[config.mk]
export PLATFORM = sky130hd
export DESIGN_NAME = light_sensor_grow_lamp_controller_core
export DESIGN_NICKNAME = d
export VERILOG_FILES = /design/src/sv/lglc_pkg.sv /design/src/sv/lglc_divider.sv /design/src/sv/light_sensor_grow_lamp_controller_core.sv
export VERILOG_INCLUDE_DIRS = /design/src /design/src/sv
export SDC_FILE = /design/constraint.sdc
export NUM_CORES = 1
export LEC_CHECK = 0
export BUFFER_PORTS_ARGS = -buffer_cell sky130_fd_sc_hd__buf_2
export CAP_MARGIN = 20
export CORE_ASPECT_RATIO = 1.75
export CORE_MARGIN = 2
export CORE_UTILIZATION = 55
export CTS_CLUSTER_SIZE = 16
export DETAILED_ROUTE_END_ITERATION = 12
export GPL_ROUTABILITY_DRIVEN = 0
export HOLD_SLACK_MARGIN = 0.02
export MAX_ROUTING_LAYER = met4
export PLACE_DENSITY = 0.73
export SLEW_MARGIN = 20
export SYNTH_ARGS = -nofsm -noshare
export SYNTH_HDL_FRONTEND = slang
export SYNTH_SLANG_ARGS = --single-unit
[constraint.sdc]
create_clock -name clk -period 7.4 [get_ports clk]
set_input_delay 1.48 -clock clk [delete_from_list [all_inputs] [get_ports clk]]
set_output_delay 1.48 -clock clk [all_outputs]
set_load 0.02 [all_outputs]
[src/sv/light_sensor_grow_lamp_controller_core_defines.svh]
// Assertion macros for the grow lamp controller RTL.
`ifndef LIGHT_SENSOR_GROW_LAMP_CONTROLLER_CORE_DEFINES_SVH
`define LIGHT_SENSOR_GROW_LAMP_CONTROLLER_CORE_DEFINES_SVH

`ifndef SYNTHESIS

// Clocked check, masked while reset is held
`define LGLC_ASSERT(lbl, clk, rst_n, prop) \
  lbl: assert property (@(posedge clk) disable iff (!rst_n) prop) \
    else $error("lglc assertion failed");

// Clocked check that also holds during reset
`define LGLC_ASSERT_ALWAYS(lbl, clk, prop) \
  lbl: assert property (@(posedge clk) prop) \
    else $error("lglc assertion failed");

`else

`define LGLC_ASSERT(lbl, clk, rst_n, prop)
`define LGLC_ASSERT_ALWAYS(lbl, clk, prop)

`endif

`endif

[src/sv/lglc_pkg.sv]
`default_nettype none

package lglc_pkg;

  // Fixed field widths
  localparam int RAW_W    = 16;
  localparam int MANT_W   = 12;
  localparam int EXP_W    = 4;
  localparam int LIGHT_W  = 17;
  localparam int LEVEL_W  = 10;
  localparam int CLASS_W  = 2;
  localparam int CFG_IDX_W = 1;

  // Exponent that leaves the mantissa unshifted
  localparam logic [EXP_W-1:0] EXP_UNITY = 4'd6;

  // Largest storable brightness
  localparam logic [LEVEL_W-1:0] LEVEL_SAT = '1;

  // Configuration register indexes
  localparam logic [CFG_IDX_W-1:0] CFG_THRESHOLD = 1'b0;
  localparam logic [CFG_IDX_W-1:0] CFG_MANUAL    = 1'b1;

  // Item action codes
  localparam logic ACT_SAMPLE = 1'b0;
  localparam logic ACT_POWER  = 1'b1;

  // Light classes
  localparam logic [CLASS_W-1:0] CLASS_DARK   = 2'd0;
  localparam logic [CLASS_W-1:0] CLASS_MEDIUM = 2'd1;
  localparam logic [CLASS_W-1:0] CLASS_BRIGHT = 2'd2;

  // Reset value of the threshold register
  localparam logic [LEVEL_W-1:0] THRESHOLD_RST = 10'd500;

  typedef struct packed {
    logic             action;
    logic [RAW_W-1:0] raw_reading;
    logic             power_request;
  } in_t;

  typedef struct packed {
    logic [LIGHT_W-1:0] scaled_light;
    logic [CLASS_W-1:0] light_class;
    logic [LEVEL_W-1:0] lamp_level;
    logic               lamp_on;
    logic               item_applied;
  } out_t;

  // Divider status toward the sequencer
  typedef struct packed {
    logic busy;
    logic done;
  } div_stat_t;

endpackage

`default_nettype wire

[src/sv/lglc_divider.sv]
`default_nettype none

// Bit-serial restoring divider: one quotient bit per cycle, numerator
// shifted in MSB first.
module lglc_divider #(
  parameter int NUM_W = 26
) (
  input  wire logic                              clk,
  input  wire logic                              rst_n,
  input  wire logic                              start,
  input  wire logic [NUM_W-1:0]                  num,
  input  wire logic [lglc_pkg::LEVEL_W-1:0]      den,
  output logic [NUM_W-1:0]                       quo,
  output lglc_pkg::div_stat_t                    stat
);

  localparam int CNT_W = $clog2(NUM_W + 1);
  localparam int DEN_W = lglc_pkg::LEVEL_W;

  logic [NUM_W-1:0] num_sh_r, num_sh_nxt;
  logic [NUM_W-1:0] quo_r, quo_nxt;
  logic [DEN_W-1:0] rem_r, rem_nxt;
  logic [DEN_W-1:0] den_r, den_nxt;
  logic [CNT_W-1:0] cnt_r, cnt_nxt;
  logic             done_r, done_nxt;
  logic [DEN_W:0]   rem_try;
  logic [DEN_W:0]   rem_sub;
  logic             busy;

  assign busy    = (cnt_r != '0);
  assign rem_try = {rem_r, num_sh_r[NUM_W-1]};
  assign rem_sub = rem_try - {1'b0, den_r};

  // One restoring step per busy cycle
  always_comb begin
    num_sh_nxt = num_sh_r;
    quo_nxt    = quo_r;
    rem_nxt    = rem_r;
    den_nxt    = den_r;
    cnt_nxt    = cnt_r;
    done_nxt   = 1'b0;
    if (start) begin
      num_sh_nxt = num;
      quo_nxt    = '0;
      rem_nxt    = '0;
      den_nxt    = den;
      cnt_nxt    = CNT_W'(NUM_W);
    end else if (busy) begin
      num_sh_nxt = {num_sh_r[NUM_W-2:0], 1'b0};
      if (rem_try >= {1'b0, den_r}) begin
        rem_nxt = rem_sub[DEN_W-1:0];
        quo_nxt = {quo_r[NUM_W-2:0], 1'b1};
      end else begin
        rem_nxt = rem_try[DEN_W-1:0];
        quo_nxt = {quo_r[NUM_W-2:0], 1'b0};
      end
      cnt_nxt  = cnt_r - CNT_W'(1);
      done_nxt = (cnt_r == CNT_W'(1));
    end
  end

  always_ff @(posedge clk) begin
    if (!rst_n) begin
      cnt_r  <= '0;
      done_r <= 1'b0;
    end else begin
      cnt_r  <= cnt_nxt;
      done_r <= done_nxt;
    end
  end

  // Datapath, no reset needed
  always_ff @(posedge clk) begin
    num_sh_r <= num_sh_nxt;
    quo_r    <= quo_nxt;
    rem_r    <= rem_nxt;
    den_r    <= den_nxt;
  end

  assign quo       = quo_r;
  assign stat.busy = busy;
  assign stat.done = done_r;

endmodule

`default_nettype wire

[src/sv/light_sensor_grow_lamp_controller_core.sv]
`default_nettype none

// Grow lamp controller. Each transaction on the input channel is a sensor
// sample or a manual power command and yields exactly one result
// transaction. A power command, a sample in manual mode, or a sample at or
// above the threshold goes from S_IDLE to S_OUT, which loads it into the
// output register; the block is back in S_IDLE before it takes the next
// transaction. An automatic sample below the threshold goes through a
// bit-serial divider that computes (threshold - light) * MAX_LEVEL /
// threshold one quotient bit per cycle. It passes S_MUL, where the divider
// is loaded, and S_DIV, where the divider runs, before S_OUT loads the
// result into the output register. A result that is still stalled in the
// output register holds the next result back, and with it the input. One
// transaction is in flight at a time; a finished result waits in the output
// register while the next one is accepted. Configuration writes are always
// ready and must be issued only while no transaction is in flight.
module light_sensor_grow_lamp_controller_core #(
  parameter int MAX_LEVEL = 1000,
  parameter int MIN_LEVEL = 10
) (
  input  wire logic                              clk,
  input  wire logic                              rst_n,
  input  wire logic                              in_valid,
  output logic                                   in_stall,
  input  wire lglc_pkg::in_t                     in_data,
  output logic                                   out_valid,
  input  wire logic                              out_stall,
  output lglc_pkg::out_t                         out_data,
  input  wire logic                              cfg_valid,
  output logic                                   cfg_ready,
  input  wire logic [lglc_pkg::CFG_IDX_W-1:0]    cfg_index,
  input  wire logic [lglc_pkg::LEVEL_W-1:0]      cfg_data
);

`include "light_sensor_grow_lamp_controller_core_defines.svh"

  localparam int LW    = lglc_pkg::LEVEL_W;
  localparam int LIW   = lglc_pkg::LIGHT_W;
  localparam int MAX_W = $clog2(MAX_LEVEL + 1);
  localparam int NUM_W = LW + MAX_W;

  localparam logic [MAX_W-1:0] MAX_C     = MAX_W'(MAX_LEVEL);
  localparam logic [LIW-1:0]   MAX_LIGHT = LIW'(MAX_LEVEL);
  localparam logic [LIW-1:0]   MIN_LIGHT = LIW'(MIN_LEVEL);
  localparam logic [LW-1:0]    MIN_TH    = LW'(MIN_LEVEL);
  localparam logic [LW-1:0]    MAX_TH    = LW'(MAX_LEVEL);

  typedef enum logic [3:0] {
    S_IDLE = 4'b0001,
    S_MUL  = 4'b0010,
    S_DIV  = 4'b0100,
    S_OUT  = 4'b1000
  } state_t;

  state_t              state_r, state_nxt;
  logic [LW-1:0]       th_r;
  logic                man_r;
  logic                lamp_on_r, lamp_on_nxt;
  logic [LW-1:0]       lamp_level_r, lamp_level_nxt;
  logic                act_r, req_r, item_man_r;
  logic [LIW-1:0]      light_r;
  logic [1:0]          cls_r;
  logic [LW-1:0]       diff_r;
  logic [LW-1:0]       bright_r;
  logic                out_valid_r;
  lglc_pkg::out_t      out_r;
  logic                in_fire;
  logic                out_load;
  logic                applied;
  logic [LIW-1:0]      scaled;
  logic [1:0]          cls;
  logic                need_div;
  logic [LIW-1:0]      cfg_ext;
  logic [LW-1:0]       th_clamped;
  logic                div_start;
  logic [NUM_W-1:0]    div_num;
  logic [NUM_W-1:0]    div_quo;
  lglc_pkg::div_stat_t div_stat;
  logic [LW-1:0]       quo_sat;

  assign in_stall  = (state_r != S_IDLE);
  assign in_fire   = in_valid && !in_stall;
  assign cfg_ready = 1'b1;

  // Threshold write clamp
  assign cfg_ext = {{(LIW-LW){1'b0}}, cfg_data};
  always_comb begin
    if (cfg_ext < MIN_LIGHT) begin
      th_clamped = MIN_TH;
    end else if (cfg_ext > MAX_LIGHT) begin
      th_clamped = MAX_TH;
    end else begin
      th_clamped = cfg_data;
    end
  end

  always_ff @(posedge clk) begin
    if (!rst_n) begin
      th_r  <= lglc_pkg::THRESHOLD_RST;
      man_r <= 1'b0;
    end else if (cfg_valid && cfg_ready) begin
      unique case (cfg_index)
        lglc_pkg::CFG_THRESHOLD: th_r  <= th_clamped;
        lglc_pkg::CFG_MANUAL:    man_r <= cfg_data[0];
        default: ;
      endcase
    end
  end

  // Exponent scaling of the mantissa
  always_comb begin
    logic [lglc_pkg::EXP_W-1:0] ex;
    logic [LIW-1:0]             mant;
    ex   = in_data.raw_reading[lglc_pkg::RAW_W-1:lglc_pkg::MANT_W];
    mant = {{(LIW-lglc_pkg::MANT_W){1'b0}}, in_data.raw_reading[lglc_pkg::MANT_W-1:0]};
    case (ex)
      4'd0, 4'd1, 4'd2, 4'd3, 4'd4, 4'd5: scaled = mant >> (lglc_pkg::EXP_UNITY - ex);
      4'd7, 4'd8, 4'd9, 4'd10, 4'd11:     scaled = mant << (ex - lglc_pkg::EXP_UNITY);
      default:                            scaled = mant;
    endcase
  end

  // Light class
  always_comb begin
    if (scaled < MIN_LIGHT) begin
      cls = lglc_pkg::CLASS_DARK;
    end else if (scaled < MAX_LIGHT) begin
      cls = lglc_pkg::CLASS_MEDIUM;
    end else begin
      cls = lglc_pkg::CLASS_BRIGHT;
    end
  end

  assign need_div = (in_data.action == lglc_pkg::ACT_SAMPLE) && !man_r &&
                    (scaled < {{(LIW-LW){1'b0}}, th_r});

  // Numerator formed straight into the divider's shift register
  assign div_start = (state_r == S_MUL);
  assign div_num   = {{MAX_W{1'b0}}, diff_r} * {{LW{1'b0}}, MAX_C};

  lglc_divider #(
    .NUM_W (NUM_W)
  ) u_div (
    .clk   (clk),
    .rst_n (rst_n),
    .start (div_start),
    .num   (div_num),
    .den   (th_r),
    .quo   (div_quo),
    .stat  (div_stat)
  );

  assign quo_sat = (|div_quo[NUM_W-1:LW]) ? lglc_pkg::LEVEL_SAT : div_quo[LW-1:0];

  // Sequencer
  assign out_load = (state_r == S_OUT) && (!out_valid_r || !out_stall);

  always_comb begin
    state_nxt = state_r;
    unique case (state_r)
      S_IDLE: if (in_fire) state_nxt = need_div ? S_MUL : S_OUT;
      S_MUL:  state_nxt = S_DIV;
      S_DIV:  if (div_stat.done) state_nxt = S_OUT;
      S_OUT:  if (out_load) state_nxt = S_IDLE;
      default: state_nxt = S_IDLE;
    endcase
  end

  // Lamp state after the item
  always_comb begin
    lamp_on_nxt    = lamp_on_r;
    lamp_level_nxt = lamp_level_r;
    applied        = 1'b0;
    if (act_r == lglc_pkg::ACT_SAMPLE && !item_man_r) begin
      lamp_level_nxt = bright_r;
      lamp_on_nxt    = (bright_r != '0);
      applied        = 1'b1;
    end else if (act_r == lglc_pkg::ACT_POWER && item_man_r) begin
      lamp_on_nxt = req_r;
      applied     = 1'b1;
    end
  end

  always_ff @(posedge clk) begin
    if (!rst_n) begin
      state_r      <= S_IDLE;
      lamp_on_r    <= 1'b0;
      lamp_level_r <= '0;
      out_valid_r  <= 1'b0;
    end else begin
      state_r <= state_nxt;
      if (out_load) begin
        lamp_on_r    <= lamp_on_nxt;
        lamp_level_r <= lamp_level_nxt;
        out_valid_r  <= 1'b1;
      end else if (!out_stall) begin
        out_valid_r <= 1'b0;
      end
    end
  end

  // Item and result payload
  always_ff @(posedge clk) begin
    if (in_fire) begin
      act_r      <= in_data.action;
      req_r      <= in_data.power_request;
      item_man_r <= man_r;
      light_r    <= (in_data.action == lglc_pkg::ACT_SAMPLE) ? scaled : '0;
      cls_r      <= (in_data.action == lglc_pkg::ACT_SAMPLE) ? cls : lglc_pkg::CLASS_DARK;
      diff_r     <= th_r - scaled[LW-1:0];
      bright_r   <= '0;
    end else if (state_r == S_DIV && div_stat.done) begin
      bright_r <= quo_sat;
    end
    if (out_load) begin
      out_r.scaled_light <= light_r;
      out_r.light_class  <= cls_r;
      out_r.lamp_level   <= lamp_level_nxt;
      out_r.lamp_on      <= lamp_on_nxt;
      out_r.item_applied <= applied;
    end
  end

  assign out_valid = out_valid_r;
  assign out_data  = out_r;

  // Checks
  `LGLC_ASSERT(a_div_done_to_out, clk, rst_n,
    (state_r == S_DIV && div_stat.done) |=> (state_r == S_OUT))
  `LGLC_ASSERT(a_div_done_in_div, clk, rst_n, div_stat.done |-> (state_r == S_DIV))
  `LGLC_ASSERT(a_auto_lamp_on, clk, rst_n,
    (out_load && act_r == lglc_pkg::ACT_SAMPLE && !item_man_r) |=>
      (out_r.lamp_on == (out_r.lamp_level != '0)))
  `LGLC_ASSERT(a_start_idle_div, clk, rst_n, div_start |-> !div_stat.busy)

endmodule

`default_nettype wire

# Word-level counts from Yosys, hierarchy flattened
# Index checks and enable logic that the tools add are counted.
op_classes:
  bitwise_logic: 5
  n_reduce_logical: 26
  multipliers: 1
  n_addsub: 5
  n_lt_le_gt_ge: 6
  shift: 2
  muxes: 22
  n_eq_ne: 20
op_table:
  columns: ["operator", "n"]
  rows:
  - ["two-way mux 10 bit", 5]
  - ["two-way mux 20 bit", 2]
  - ["one-hot mux 17 bit (2 select lines)", 1]
  - ["equality test 4 bit (second input constant)", 5]
  - ["subtractor 10 bit", 2]
  - ["< comparator 17 x 10 -> 1 bit", 1]
  - ["< comparator 17 x 10 -> 1 bit (second input constant)", 1]
  - ["< comparator 17 x 4 -> 1 bit (second input constant)", 1]
  - ["multiplier 10 x 7 -> 17 bit (second input constant)", 1]
  - ["<< shifter 12 x 4 -> 17 bit", 1]
  - [">> shifter 12 x 4 -> 17 bit", 1]
  - ["equality test 4 x 3 -> 1 bit (second input constant)", 4]
  - ["two-way mux 4 bit", 4]
  - ["one-hot mux 4 bit (4 select lines)", 1]
  - ["equality test 4 x 2 -> 1 bit (second input constant)", 3]
  - [">= comparator 11 x 10 -> 1 bit", 1]
  - ["> comparator 10 bit (second input constant)", 1]
  - ["< comparator 10 x 4 -> 1 bit (second input constant)", 1]
  - ["two-way mux 5 bit", 2]
  - ["nonzero test 10 bit", 1]
  - ["OR reduction 10 bit", 1]
  - ["equality test 4 x 1 -> 1 bit (second input constant)", 2]
  - ["logical AND 1 bit", 7]
  - ["two-way mux 1 bit", 6]
  - ["20 further kinds", 32]
totals:
  word_cells: 112
  input_bits: 34
  reg_bits: 163
  out_inout_bits: 34

# Logic depth before layout (Yosys ltp)
# Gate-level depths: netlist of the first run.
depth:
  depth_word: 8
  ltp_mapped: 25
  depth_no_buf: 20

# Cells and area by module
# From an unflattened synthesis of the first run, not the netlist that was laid out.
unflattened:
  hier_cells: 994
  area_unflattened_um2: 10477.5
by_module_without_submodules:
  columns: ["module", "cells_per_inst", "seq_area_each_um2", "n_inst", "area_per_inst_um2"]
  rows:
  - ["light_sensor_grow_lamp_controller_core", 704, 2632.5, 1, 7423.4]
  - ["lglc_divider", 290, 1621.6, 1, 3054.2]

# Worst setup path before layout of the first run
# OpenSTA, ideal clock, no wires.
synth_path:
  path_kind: "input port to flip-flop"
  startpoint: "input in_data[14] (netlist bit)"
  endpoint: "register diff_r[8], data pin"
  setup_slack_ns: 1.808
  setup_time_ns: 0.260
  n_path_buf: 5
  cell_stages: 24
  required_time_ns: 7.140
  arrival_ns: 5.332
  cell_sequence: "buf_6 > buf_8 > buf_2 > inv_1 > ha_1 > clkbuf_1 > buf_2 > mux4_2 > nand2_1 > o21ai_0 > nand2_1 > a21oi_1 > a221oi_1 > inv_1 > ha_1 > fa_1 > nor2b_1 > o21ai_0 > a21boi_0 > o21ai_0 > nand2b_1 > a21o_1 > a21oi_1 > xnor2_1"
synth_via:
  elab_chain_cells: 4
  word_cells_on_any_way: 19
  cone_classes: "3 x add/sub; 10 x eq/ne; 2 x shift; 1 x mux; 3 x reduce/logical"
synth_rtl:
  columns: ["element", "line", "source"]
  rows:
  - ["start: declaration", "light_sensor_grow_lamp_controller_core.sv:25", "input wire lglc_pkg::in_t in_data,"]
  - ["subtractor 4 x 3 -> 4 bit, or another cell as far along", "light_sensor_grow_lamp_controller_core.sv:118", "4'd7, 4'd8, 4'd9, 4'd10, 4'd11: scaled = mant << (ex - lglc_pkg::EXP_UNITY);"]
  - ["<< shifter 12 x 4 -> 17 bit, or another cell as far along", "light_sensor_grow_lamp_controller_core.sv:118", null]
  - ["one-hot mux 17 bit (2 select lines) *", "light_sensor_grow_lamp_controller_core.sv:116", "case (ex)"]
  - ["net scaled[0]", "light_sensor_grow_lamp_controller_core.sv:70", "logic [LIW-1:0] scaled;"]
  - ["subtractor 10 bit *", "light_sensor_grow_lamp_controller_core.sv:210", "diff_r <= th_r - scaled[LW-1:0];"]
  - ["end signal: assignment", "light_sensor_grow_lamp_controller_core.sv:210", null]
  - ["end: declaration", "light_sensor_grow_lamp_controller_core.sv:63", "logic [LW-1:0] diff_r;"]
# The timed path passes the listed nets; every way through them passes the cells marked *.
# A chain may end at the register's enable or synchronous reset.

# Final worst setup path of the first run
layout_path:
  startpoint: "input in_data[13] (netlist bit)"
  endpoint: "register diff_r[8], data pin"
# The elaborated chain is that of the path after synthesis.

==> flow_summary_export.csv, run 1 <==
group,metric,value,unit
synthesis,yosysWarnings,0,
synthesis,synth_cell_types,71,
floorplanning,start_util,56.3,%
cells_and_area,final_core_util,62.5,%
worst_setup_path,crit_start,"in_data[13]",
placement,dp_hpwl,18100,microns
synthesis,synth_edf_count,90,
worst_setup_path,rrSetupSlack,2.72,ns
synthesis,syn_avg_cell_area,10.1,sq um
detailed_routing,wire_per_inst,18.5,microns
worst_setup_path,crit_top_cell,"o21ai_0",
global_route,grt_pass1_wl,38800,microns
timing,rsz0062_at_grt,"false",
cells_and_area,layout.cells.non_filler,1310,
floorplanning,num_rows,65,
clocking,clk_pin_slew,0.07,ns
synthesis,yosysTopAreaCell,"edfxtp_1",
synthesis,synth_most_common_cell,"nand2_1",
worst_setup_path,critical_path_class,"input port to register",
timing,fin_skew,0.0127,ns
timing,max_freq,171,MHz
worst_setup_path,r2r-end,"u_div.num_sh_r[19]$_DFFE_PP_",
cells_and_area,drive_above_1_share,14.5,%
synthesis,synth_seq_area_share,41.0,%
worst_setup_path,cpPeakStageDelay,0.71,ns
clocking,insertion_delay,0.44,ns
worst_setup_path,r2r-start,"diff_r[5]$_DFFE_PP_",
status,status,"completed",
worst_setup_path,end_kind,"register",
detailed_routing,num_vias,7720,
synthesis,synth_nets,1154,
floorplanning,die_w,107,microns
detailed_routing,antenna_left,0,
timing,post-route-period-util,79.0,%
floorplanning,dieHeight,184,microns
clocking,cts_setup_buffers,0,
global_route,gr-total-overflow,0,
clocking,cts_buffers,17,
synthesis,ys_seq_elements,163,
synthesis,synth_area_leaders,"edfxtp_1 (27%), dfxtp_1 (14%), ha_1 (9.5%)",
global_route,grtUsageTotal,26.6,%
worst_setup_path,crit_buf_inv,3,
clocking,post_cts_resized,0,
worst_setup_path,slowest_stage,"ha_1",
clocking,cts-root-buf,"clkbuf_16",
floorplanning,dieArea,19600,sq um
clocking,h-tree-depth,4,
clocking,cts_hold_buf,0,
worst_setup_path,cp_top_family,"adder cells",
timing,setup_tns,0,ns
clocking,cts_tree,"built",
timing,post-route-min-period,5.85,ns
timing,tightest_slew,0.976,ns
detailed_routing,wl_met3,1010,microns
worst_setup_path,cp.required,7.58,ns
worst_setup_path,cp-endpoint,"diff_r[8]$_DFFE_PP_",
synthesis,synth_area,10200,sq um
worst_setup_path,crit_arrival,6.03,ns
cells_and_area,area_delta_synth_final,11.0,%
detailed_routing,top_layer_used,"met4",
synthesis,synthFlopType,"edfxtp_1",
global_route,antenna_found_initial,1,
worst_setup_path,crit_path_max_fanout,30,
worst_setup_path,worstPathCellList,"buf_2, inv_2, ha_1, mux4_2, nand2_1, o21ai_0, nand2_1, a21oi_1, a221oi_1, inv_1, ha_1, fa_1, nor2b_1, o21ai_0, a21boi_0, o21ai_0, nand2b_1, a21o_1, a21oi_1, xnor2_1",
timing,setup_viol,0,
global_route,grt_pass1_vias,7802,
detailed_routing,route.met2.wl,13100,microns
timing,hold_violations,0,
clocking,clock_sinks,163,
synthesis,synth_common_cells,"nand2_1 (122), inv_1 (99), edfxtp_1 (90)",
power,p_per_area,449,nW/um^2
placement,dp.cells,1277,
placement,pre_cts_ws,1.17,ns
detailed_routing,drt-total-wl,24300,microns
detailed_routing,viasPerCell,5.89,
floorplanning,core_area,18100,sq um
synthesis,yosys.area.top_type_share,26.6,%
floorplanning,ios,68,
worst_setup_path,cp-start-kind,"input port",
synthesis,postSynthCellCount,1011,
timing,relSlewSlack,34.1,%
power,irDropWorstVdd,0.000386,V
detailed_routing,drtIter0Drc,428,
detailed_routing,drtPass1Iterations,5,
worst_setup_path,ff2ff_path_depth,15,
timing,finalWorstSetupSlack,1.55,ns
placement,io_buffer_count,66,
cells_and_area,nets,1205,
synthesis,ys_async_sr_fraction,0,%
cells_and_area,fill_cells,1537,
power,power.leakage,4.77,nW
clocking,cts.path.max_buffers,2,
run,cap_violations,0,
min_path,hp-class,"register to register",
power,power.total,5.06,mW
timing,report.final.slew_viol_count,0,
worst_setup_path,crit_cells,20,
global_route,grt_max_degree,38,
detailed_routing,drc,0,
detailed_routing,drt-met1-wl,8260,microns
layer usage:
layer	vias up	global-route usage [%]
met5	-	-
met1	3688	25.3
li1	3675	-
met4	0	19.0
met3	106	4.57
met2	251	47.4
where the power goes:
group          internal, mW  switching [mW]
clock                 0.459           0.433
sequential             1.18           0.111
combinational          1.24            1.64
total                  2.88            2.18
area by class of cell:
| class | instances | area, sq um | share of cell area (%) |
|---|---|---|---|
| tap | 234 | 293 | 2.60 |
| clock inverter | 15 | 181 | 1.61 |
| antenna | 1 | 2.50 | 0.0222 |
| sequential | 163 | 4160 | 36.9 |
| multi-input combinational | 707 | 5460 | 48.4 |
| clock buffer | 17 | 425 | 3.77 |
| timing repair buffer | 72 | 375 | 3.33 |
| inverter | 101 | 379 | 3.36 |
state kept, by name, indices dropped and copies added (netlist names):
| signal | cells |
|---|---|
| item_man_r | 1 |
| lamp_level_r | 10 |
| man_r | 1 |
| req_r | 1 |
| light_r | 17 |
| out_valid | 1 |
| out_data | 31 |
| bright_r | 10 |
| th_r | 10 |
| cls_r | 2 |
| act_r | 1 |
| u_div.quo | 20 |
| state_r | 4 |
| u_div.done_r | 1 |
| u_div.rem_r | 10 |
| u_div.den_r | 10 |
| u_div.num_sh_r | 17 |
| lamp_on_r | 1 |
| diff_r | 10 |
| u_div.cnt_r | 5 |
layout by cell type, fill, tap and decap left out, drive strengths merged, types with 9 or more instances in the layout:
cell    synthesis  final
a21o           10     10
a21oi          55     55
buf            12     72
clkbuf         28     17
dfxtp          73     73
edfxtp         90     90
fa             32     32
ha             77     77
inv           100    108
mux2           18     18
mux2i          24     24
mux4           14     14
nand2         122    122
nand2b         14     14
nand3          20     20
nor2           63     63
nor2b          24     24
nor3           18     18
nor4            9      9
o211ai         10     10
o21a           10     10
o21ai          52     52
o221a          10     10
xnor2          18     18
xor2           14     14
metrics by stage:
stage	area (sq um)	hold WS, ns
2_1_floorplan	10200	0.400
3_3_place_gp	10700	0.401
3_5_place_dp	10700	0.405
4_1_cts	11300	0.422
5_1_grt	11300	0.426
6_report	11300	0.421
worst min path at each step:
stage                             start                     end  cells past startpoint
6_report       light_r[8]$_SDFFCE_PP0P_  out_data[22]$_DFFE_PP_                      0
5_1_grt        light_r[7]$_SDFFCE_PP0P_  out_data[21]$_DFFE_PP_                      0
4_1_cts        light_r[8]$_SDFFCE_PP0P_  out_data[22]$_DFFE_PP_                      0
3_5_place_dp     cls_r[1]$_SDFFCE_PP0P_  out_data[13]$_DFFE_PP_                      0
3_3_place_gp   light_r[0]$_SDFFCE_PP0P_  out_data[14]$_DFFE_PP_                      0
2_1_floorplan    cls_r[0]$_SDFFCE_PP0P_  out_data[12]$_DFFE_PP_                      0
cells by family after synthesis:
logic type | synth area share [%]
buffers and inverters | 5.64
flip-flops | 41.0
other | 0.0369
multiplexers | 7.46
XOR/XNOR | 2.83
AND/OR/NAND/NOR | 13.9
AO/OA/AOI/OAI | 13.4
adder cells (fa/ha/maj) | 15.8
Power figures use the tool's default switching activity.
==> inputs of run 2 (changes only) <==
PLACE_DENSITY = 0.76   (was 0.73)
clock period = 4.73 ns   (was 7.4 ns; I/O delays follow)
==> run 2 against run 1 <==
Cell area rose by 1.7%. Largest cell class unchanged. Die area unchanged. Global-route usage is 0.39 points lower.
==> flow_summary_export.csv, run 2 (synthesis results as in run 1) <==
group,metric,value,unit
status,status,"completed",
cells_and_area,area_delta_synth_final,12.8,%
cells_and_area,fill_cells,1471,
clocking,cts-root-buf,"clkbuf_16",
cells_and_area,mostFrequentLayoutCells,"nand2_1 (122), inv_1 (98), edfxtp_1 (90)",
placement,dp_hpwl,17900,microns
power,p_per_area,700,nW/um^2
clocking,cts_buffers,17,
detailed_routing,drtPass1Iterations,8,
run,cap_violations,0,
floorplanning,dieHeight,184,microns
cells_and_area,num_antenna_cells,0,
timing,setup_viol,0,
worst_setup_path,worstPathCellList,"inv_1, fa_1, fa_1, inv_1, fa_1, inv_1, fa_1, inv_1, ha_1, or3_1, o21ai_0, o31ai_1, o41a_1, xnor2_1, o21ai_0",
worst_setup_path,cp-start-kind,"register",
cells_and_area,multiInputGateArea,5460,sq um
floorplanning,num_rows,65,
worst_setup_path,r2r-start,"diff_r[4]$_DFFE_PP_",
timing,post-route-min-period,4.52,ns
worst_setup_path,cpPeakStageDelay,0.52,ns
global_route,grt_pass1_vias,7813,
clocking,h-tree-depth,4,
worst_setup_path,crit_arrival,4.69,ns
clocking,clk_pin_slew,0.07,ns
floorplanning,die_w,107,microns
cells_and_area,drive_above_1_share,16.9,%
global_route,grt_max_degree,43,
worst_setup_path,slowest_stage,"fa_1",
detailed_routing,drt-total-wl,23800,microns
detailed_routing,drc,0,
clocking,post_cts_resized,0,
worst_setup_path,crit_path_max_fanout,5,
global_route,grt_pass1_wl,38500,microns
timing,fin_skew,0.0108,ns
floorplanning,start_util,56.3,%
timing,post-route-period-util,95.7,%
worst_setup_path,crit_start,"diff_r[4]$_DFFE_PP_",
timing,hold_violations,0,
cells_and_area,final_core_util,63.5,%
timing,rsz0062_at_grt,"true",
worst_setup_path,cp_top_family,"adder cells",
cells_and_area,nets,1232,
floorplanning,dieArea,19600,sq um
clocking,cts_setup_buffers,0,
clocking,insertion_delay,0.43,ns
clocking,cts_tree,"built",
global_route,antenna_found_initial,0,
detailed_routing,wire_per_inst,17.8,microns
placement,io_buffer_count,66,
clocking,cts_hold_buf,0,
global_route,grtUsageTotal,26.2,%
clocking,cts.path.max_buffers,2,
cells_and_area,final_common_cell,"nand2_1",
floorplanning,ios,68,
worst_setup_path,cp.required,4.89,ns
power,irDropWorstVdd,0.000576,V
cells_and_area,largest_reg_flops,31,
timing,relSlewSlack,32.7,%
detailed_routing,viasPerCell,5.86,
timing,report.final.slew_viol_count,0,
floorplanning,core_area,18100,sq um
cells_and_area,ff_latch_area,4160,sq um
clocking,clock_sinks,163,
min_path,hp-class,"register to register",
detailed_routing,drtIter0Drc,420,
detailed_routing,num_vias,7834,
worst_setup_path,critical_path_class,"register to register",
timing,max_freq,221,MHz
timing,tightest_slew,1.01,ns
worst_setup_path,end_kind,"register",
power,power.leakage,4.89,nW
timing,holdWs,0.419,ns
min_path,min_from,"light_r[3]$_SDFFCE_PP0P_",
worst_setup_path,crit_buf_inv,4,
detailed_routing,antenna_left,0,
global_route,gr-total-overflow,0,
timing,setup_tns,0,ns
run 2: final cells by class:
| type | count | share of cell area (%) |
|---|---|---|
| clock buffers | 22 | 4.23 |
| clock inverters | 10 | 0.971 |
| inverters | 101 | 3.31 |
| multi-input cells | 707 | 47.6 |
| flip-flops and latches | 163 | 36.3 |
| well taps | 234 | 2.55 |
| repair buffers | 99 | 5.04 |
run 2: per-layer routing:
| layer | GRT usage [%] | wire length, microns |
|---|---|---|
| met5 | - | 0 |
| met4 | 16.7 | 1560 |
| met2 | 46.8 | 12800 |
| met3 | 4.36 | 1020 |
| met1 | 25.9 | 8420 |
run 2: final timing paths:
kind,slack [ns],end,cells past startpoint
max reg2reg,0.21,u_div.num_sh_r[18]$_DFFE_PP_,15
min,0.42,out_data[17]$_DFFE_PP_,0
max,0.21,u_div.num_sh_r[18]$_DFFE_PP_,15
min reg2reg,0.42,out_data[17]$_DFFE_PP_,0
run 2: where the power goes:
group          total, mW  internal, mW  switching (mW)  leakage, nW
clock network       1.38         0.797           0.581        0.299
logic               4.63          2.00            2.63         3.16
registers           2.02          1.85           0.168         1.44
total               8.03          4.65            3.38         4.89
run 2: worst register-to-register path: cells and delay by family (launching register included):
| family | cells | cell delay, ns |
|---|---|---|
| AO/OA/AOI/OAI | 4 | 0.70 |
| XOR/XNOR | 1 | 0.13 |
| adder cells (fa/ha/maj) | 5 | 2.25 |
| buffers and inverters | 4 | 0.34 |
| flip-flops | 1 | 0.48 |
| AND/OR/NAND/NOR | 1 | 0.38 |
run 2: stage by stage:
step | power [mW] | setup slack, ns | cell area, sq um | instances
after global routing | 8.80 | -0.0411 | 11500 | 1336
after detailed placement | 6.53 | 0.0194 | 10900 | 1304
after floorplan | 5.63 | 0.0320 | 10200 | 1011
final | 8.03 | 0.206 | 11500 | 1336
after CTS | 7.98 | 0.0688 | 11500 | 1336
after global placement | 6.39 | 0.0925 | 10900 | 1304
==> inputs of run 3 (changes only) <==
CORE_UTILIZATION = 56   (was 55)
PLACE_DENSITY = 0.78   (was 0.76)
==> run 3 against run 2 <==
Sequential power hardly changed. Critical path type unchanged. Largest cell class unchanged. First-iteration DRC count decreased by 8.6%. Critical path depth unchanged. Sequential share of layout area fell by 0.19 points. Global-route usage grew 0.28 points. Core utilization is 0.91 points higher.
==> flow_summary_export.csv, run 3 (synthesis results as in run 1) <==
group,metric,value,unit
worst_setup_path,cp-start-kind,"register",
floorplanning,die_w,106,microns
cells_and_area,drive_above_1_share,17.3,%
cells_and_area,nets,1239,
placement,io_buffer_count,66,
timing,post-route-min-period,4.50,ns
timing,post-route-period-util,95.2,%
power,swShare,42.5,%
clocking,cts.path.max_buffers,2,
run,cap_violations,0,
global_route,gr-total-overflow,0,
cells_and_area,largest_reg_flops,31,
clocking,h-tree-depth,4,
power,seq_power_share,25.5,%
floorplanning,start_util,56.8,%
timing,setup_tns,0,ns
worst_setup_path,slowest_stage,"fa_1",
clocking,insertion_delay,0.43,ns
detailed_routing,antenna_left,0,
cells_and_area,area_delta_synth_final,13.4,%
cells_and_area,num_antenna_cells,0,
detailed_routing,num_vias,7809,
timing,tightest_slew,0.911,ns
timing,report.final.slew_viol_count,0,
cells_and_area,final_common_cell,"nand2_1",
timing,setup_viol,0,
floorplanning,ios,68,
clocking,cts_buffers,17,
power,power.leakage,4.92,nW
clocking,clock_sinks,163,
clocking,cts-root-buf,"clkbuf_16",
worst_setup_path,end_kind,"register",
detailed_routing,drt-total-wl,23800,microns
timing,hold_violations,0,
floorplanning,dieArea,19300,sq um
min_path,hp-class,"register to register",
floorplanning,num_rows,65,
worst_setup_path,cpPeakStageDelay,0.51,ns
power,irDropWorstVdd,0.000489,V
timing,max_freq,222,MHz
worst_setup_path,critical_path_class,"register to register",
power,p_per_area,686,nW/um^2
clocking,cts_tree,"built",
worst_setup_path,cp_top_family,"adder cells",
global_route,grt_pass1_vias,7881,
global_route,antenna_found_initial,0,
detailed_routing,drtPass1Iterations,7,
floorplanning,core_area,17900,sq um
detailed_routing,drtIter0Drc,384,
power,power.total,7.91,mW
worst_setup_path,cp.required,4.89,ns
timing,fin_skew,0.00928,ns
cells_and_area,mostFrequentLayoutCells,"nand2_1 (122), inv_1 (99), edfxtp_1 (90)",
global_route,grtUsageTotal,26.5,%
clocking,cts_setup_buffers,0,
global_route,grt_max_degree,43,
timing,rsz0062_at_grt,"false",
detailed_routing,viasPerCell,5.81,
floorplanning,dieHeight,182,microns
detailed_routing,drc,0,
timing,relSlewSlack,39.0,%
worst_setup_path,crit_buf_inv,4,
worst_setup_path,worstPathCellList,"inv_1, fa_1, fa_1, inv_1, fa_1, inv_1, fa_1, inv_1, ha_1, or3_1, o21ai_0, o31ai_1, o41a_1, xnor2_1, o21ai_0",
power,internal-power,4.55,mW
global_route,grt_pass1_wl,38500,microns
placement,dp_hpwl,17900,microns
power,pwr-share-comb,57.6,%
worst_setup_path,crit_arrival,4.67,ns
clocking,clk_pin_slew,0.07,ns
worst_setup_path,rrSetupSlack,0.23,ns
detailed_routing,wire_per_inst,17.7,microns
power,switchingPower,3.36,mW
status,status,"completed",
power,clockPowerShare,16.8,%
worst_setup_path,crit_path_max_fanout,5,
## run 3: changes by cell type in the layout (fill, tap and decap cells not counted), sizes merged
| cell | change |
|---|---|
| clkbuf | -5 |
| inv | +3 |
| bufinv | -1 |
| clkinvlp | +2 |
| buf | +7 |
| clkinv | +1 |
## run 3: per-stage QoR
step                      setup slack, ns  util [%]  hold slack, ns  cell area, sq um  std cells
after detailed placement           0.0909      61.1           0.405             10900       1311
final                               0.229      64.4           0.420             11500       1343
after CTS                           0.117      64.4           0.421             11500       1343
after floorplan                    0.0320         -           0.400             10200       1011
after global placement              0.187      61.0           0.401             10900       1310
after global routing               0.0243      64.4           0.426             11500       1343
## run 3: layer usage
layer  up-vias  GRT usage, %  wire length (microns)
met5         -             -                      0
met4         0          18.9                   1730
met3       104          5.07                   1100
met2       275          45.7                  12500
met1      3667          26.4                   8490
li1       3763             -                      -
## run 3: power by group through the flow
| stage | sequential [mW] | clock (mW) | combinational (mW) |
|---|---|---|---|
| 6_report | 2.02 | 1.33 | 4.56 |
| 3_3_place_gp | 2.04 | 0 | 4.35 |
| 2_1_floorplan | 2.01 | 0 | 3.61 |
| 4_1_cts | 2.02 | 1.35 | 4.53 |
| 5_1_grt | 2.05 | 1.41 | 5.18 |
| 3_5_place_dp | 2.05 | 0 | 4.48 |
## run 3: cell type report
cell class	instances	area [sq um]
timing repair buffer	106	651
fill	1420	6360
clock buffer	17	425
inverter	101	379
clock inverter	15	159
sequential	163	4160
tap	234	293
multi-input combinational	707	5460
## run 3: final timing paths
check,start,endpoint,depth (start not counted)
max,diff_r[5]$_DFFE_PP_,u_div.num_sh_r[18]$_DFFE_PP_,15
min,light_r[11]$_SDFFCE_PP0P_,out_data[25]$_DFFE_PP_,0
max reg2reg,diff_r[5]$_DFFE_PP_,u_div.num_sh_r[18]$_DFFE_PP_,15
min reg2reg,light_r[11]$_SDFFCE_PP0P_,out_data[25]$_DFFE_PP_,0
## run 3: what timing repair did
action | in CTS | in global routing
hold buffers | 0 | 0
resized for setup | 0 | 1
endpoints found under the setup margin | 0 | 1
## run 3: worst register-to-register path, cell delays in order (launching register included)
cell and delay (ns):
edfxtp_1 0.42, inv_1 0.25, fa_1 0.49, fa_1 0.51, inv_1 0.05, fa_1 0.50
inv_1 0.06, fa_1 0.49, inv_1 0.04, ha_1 0.24, or3_1 0.37, o21ai_0 0.12
o31ai_1 0.14, o41a_1 0.33, xnor2_1 0.15, o21ai_0 0.08
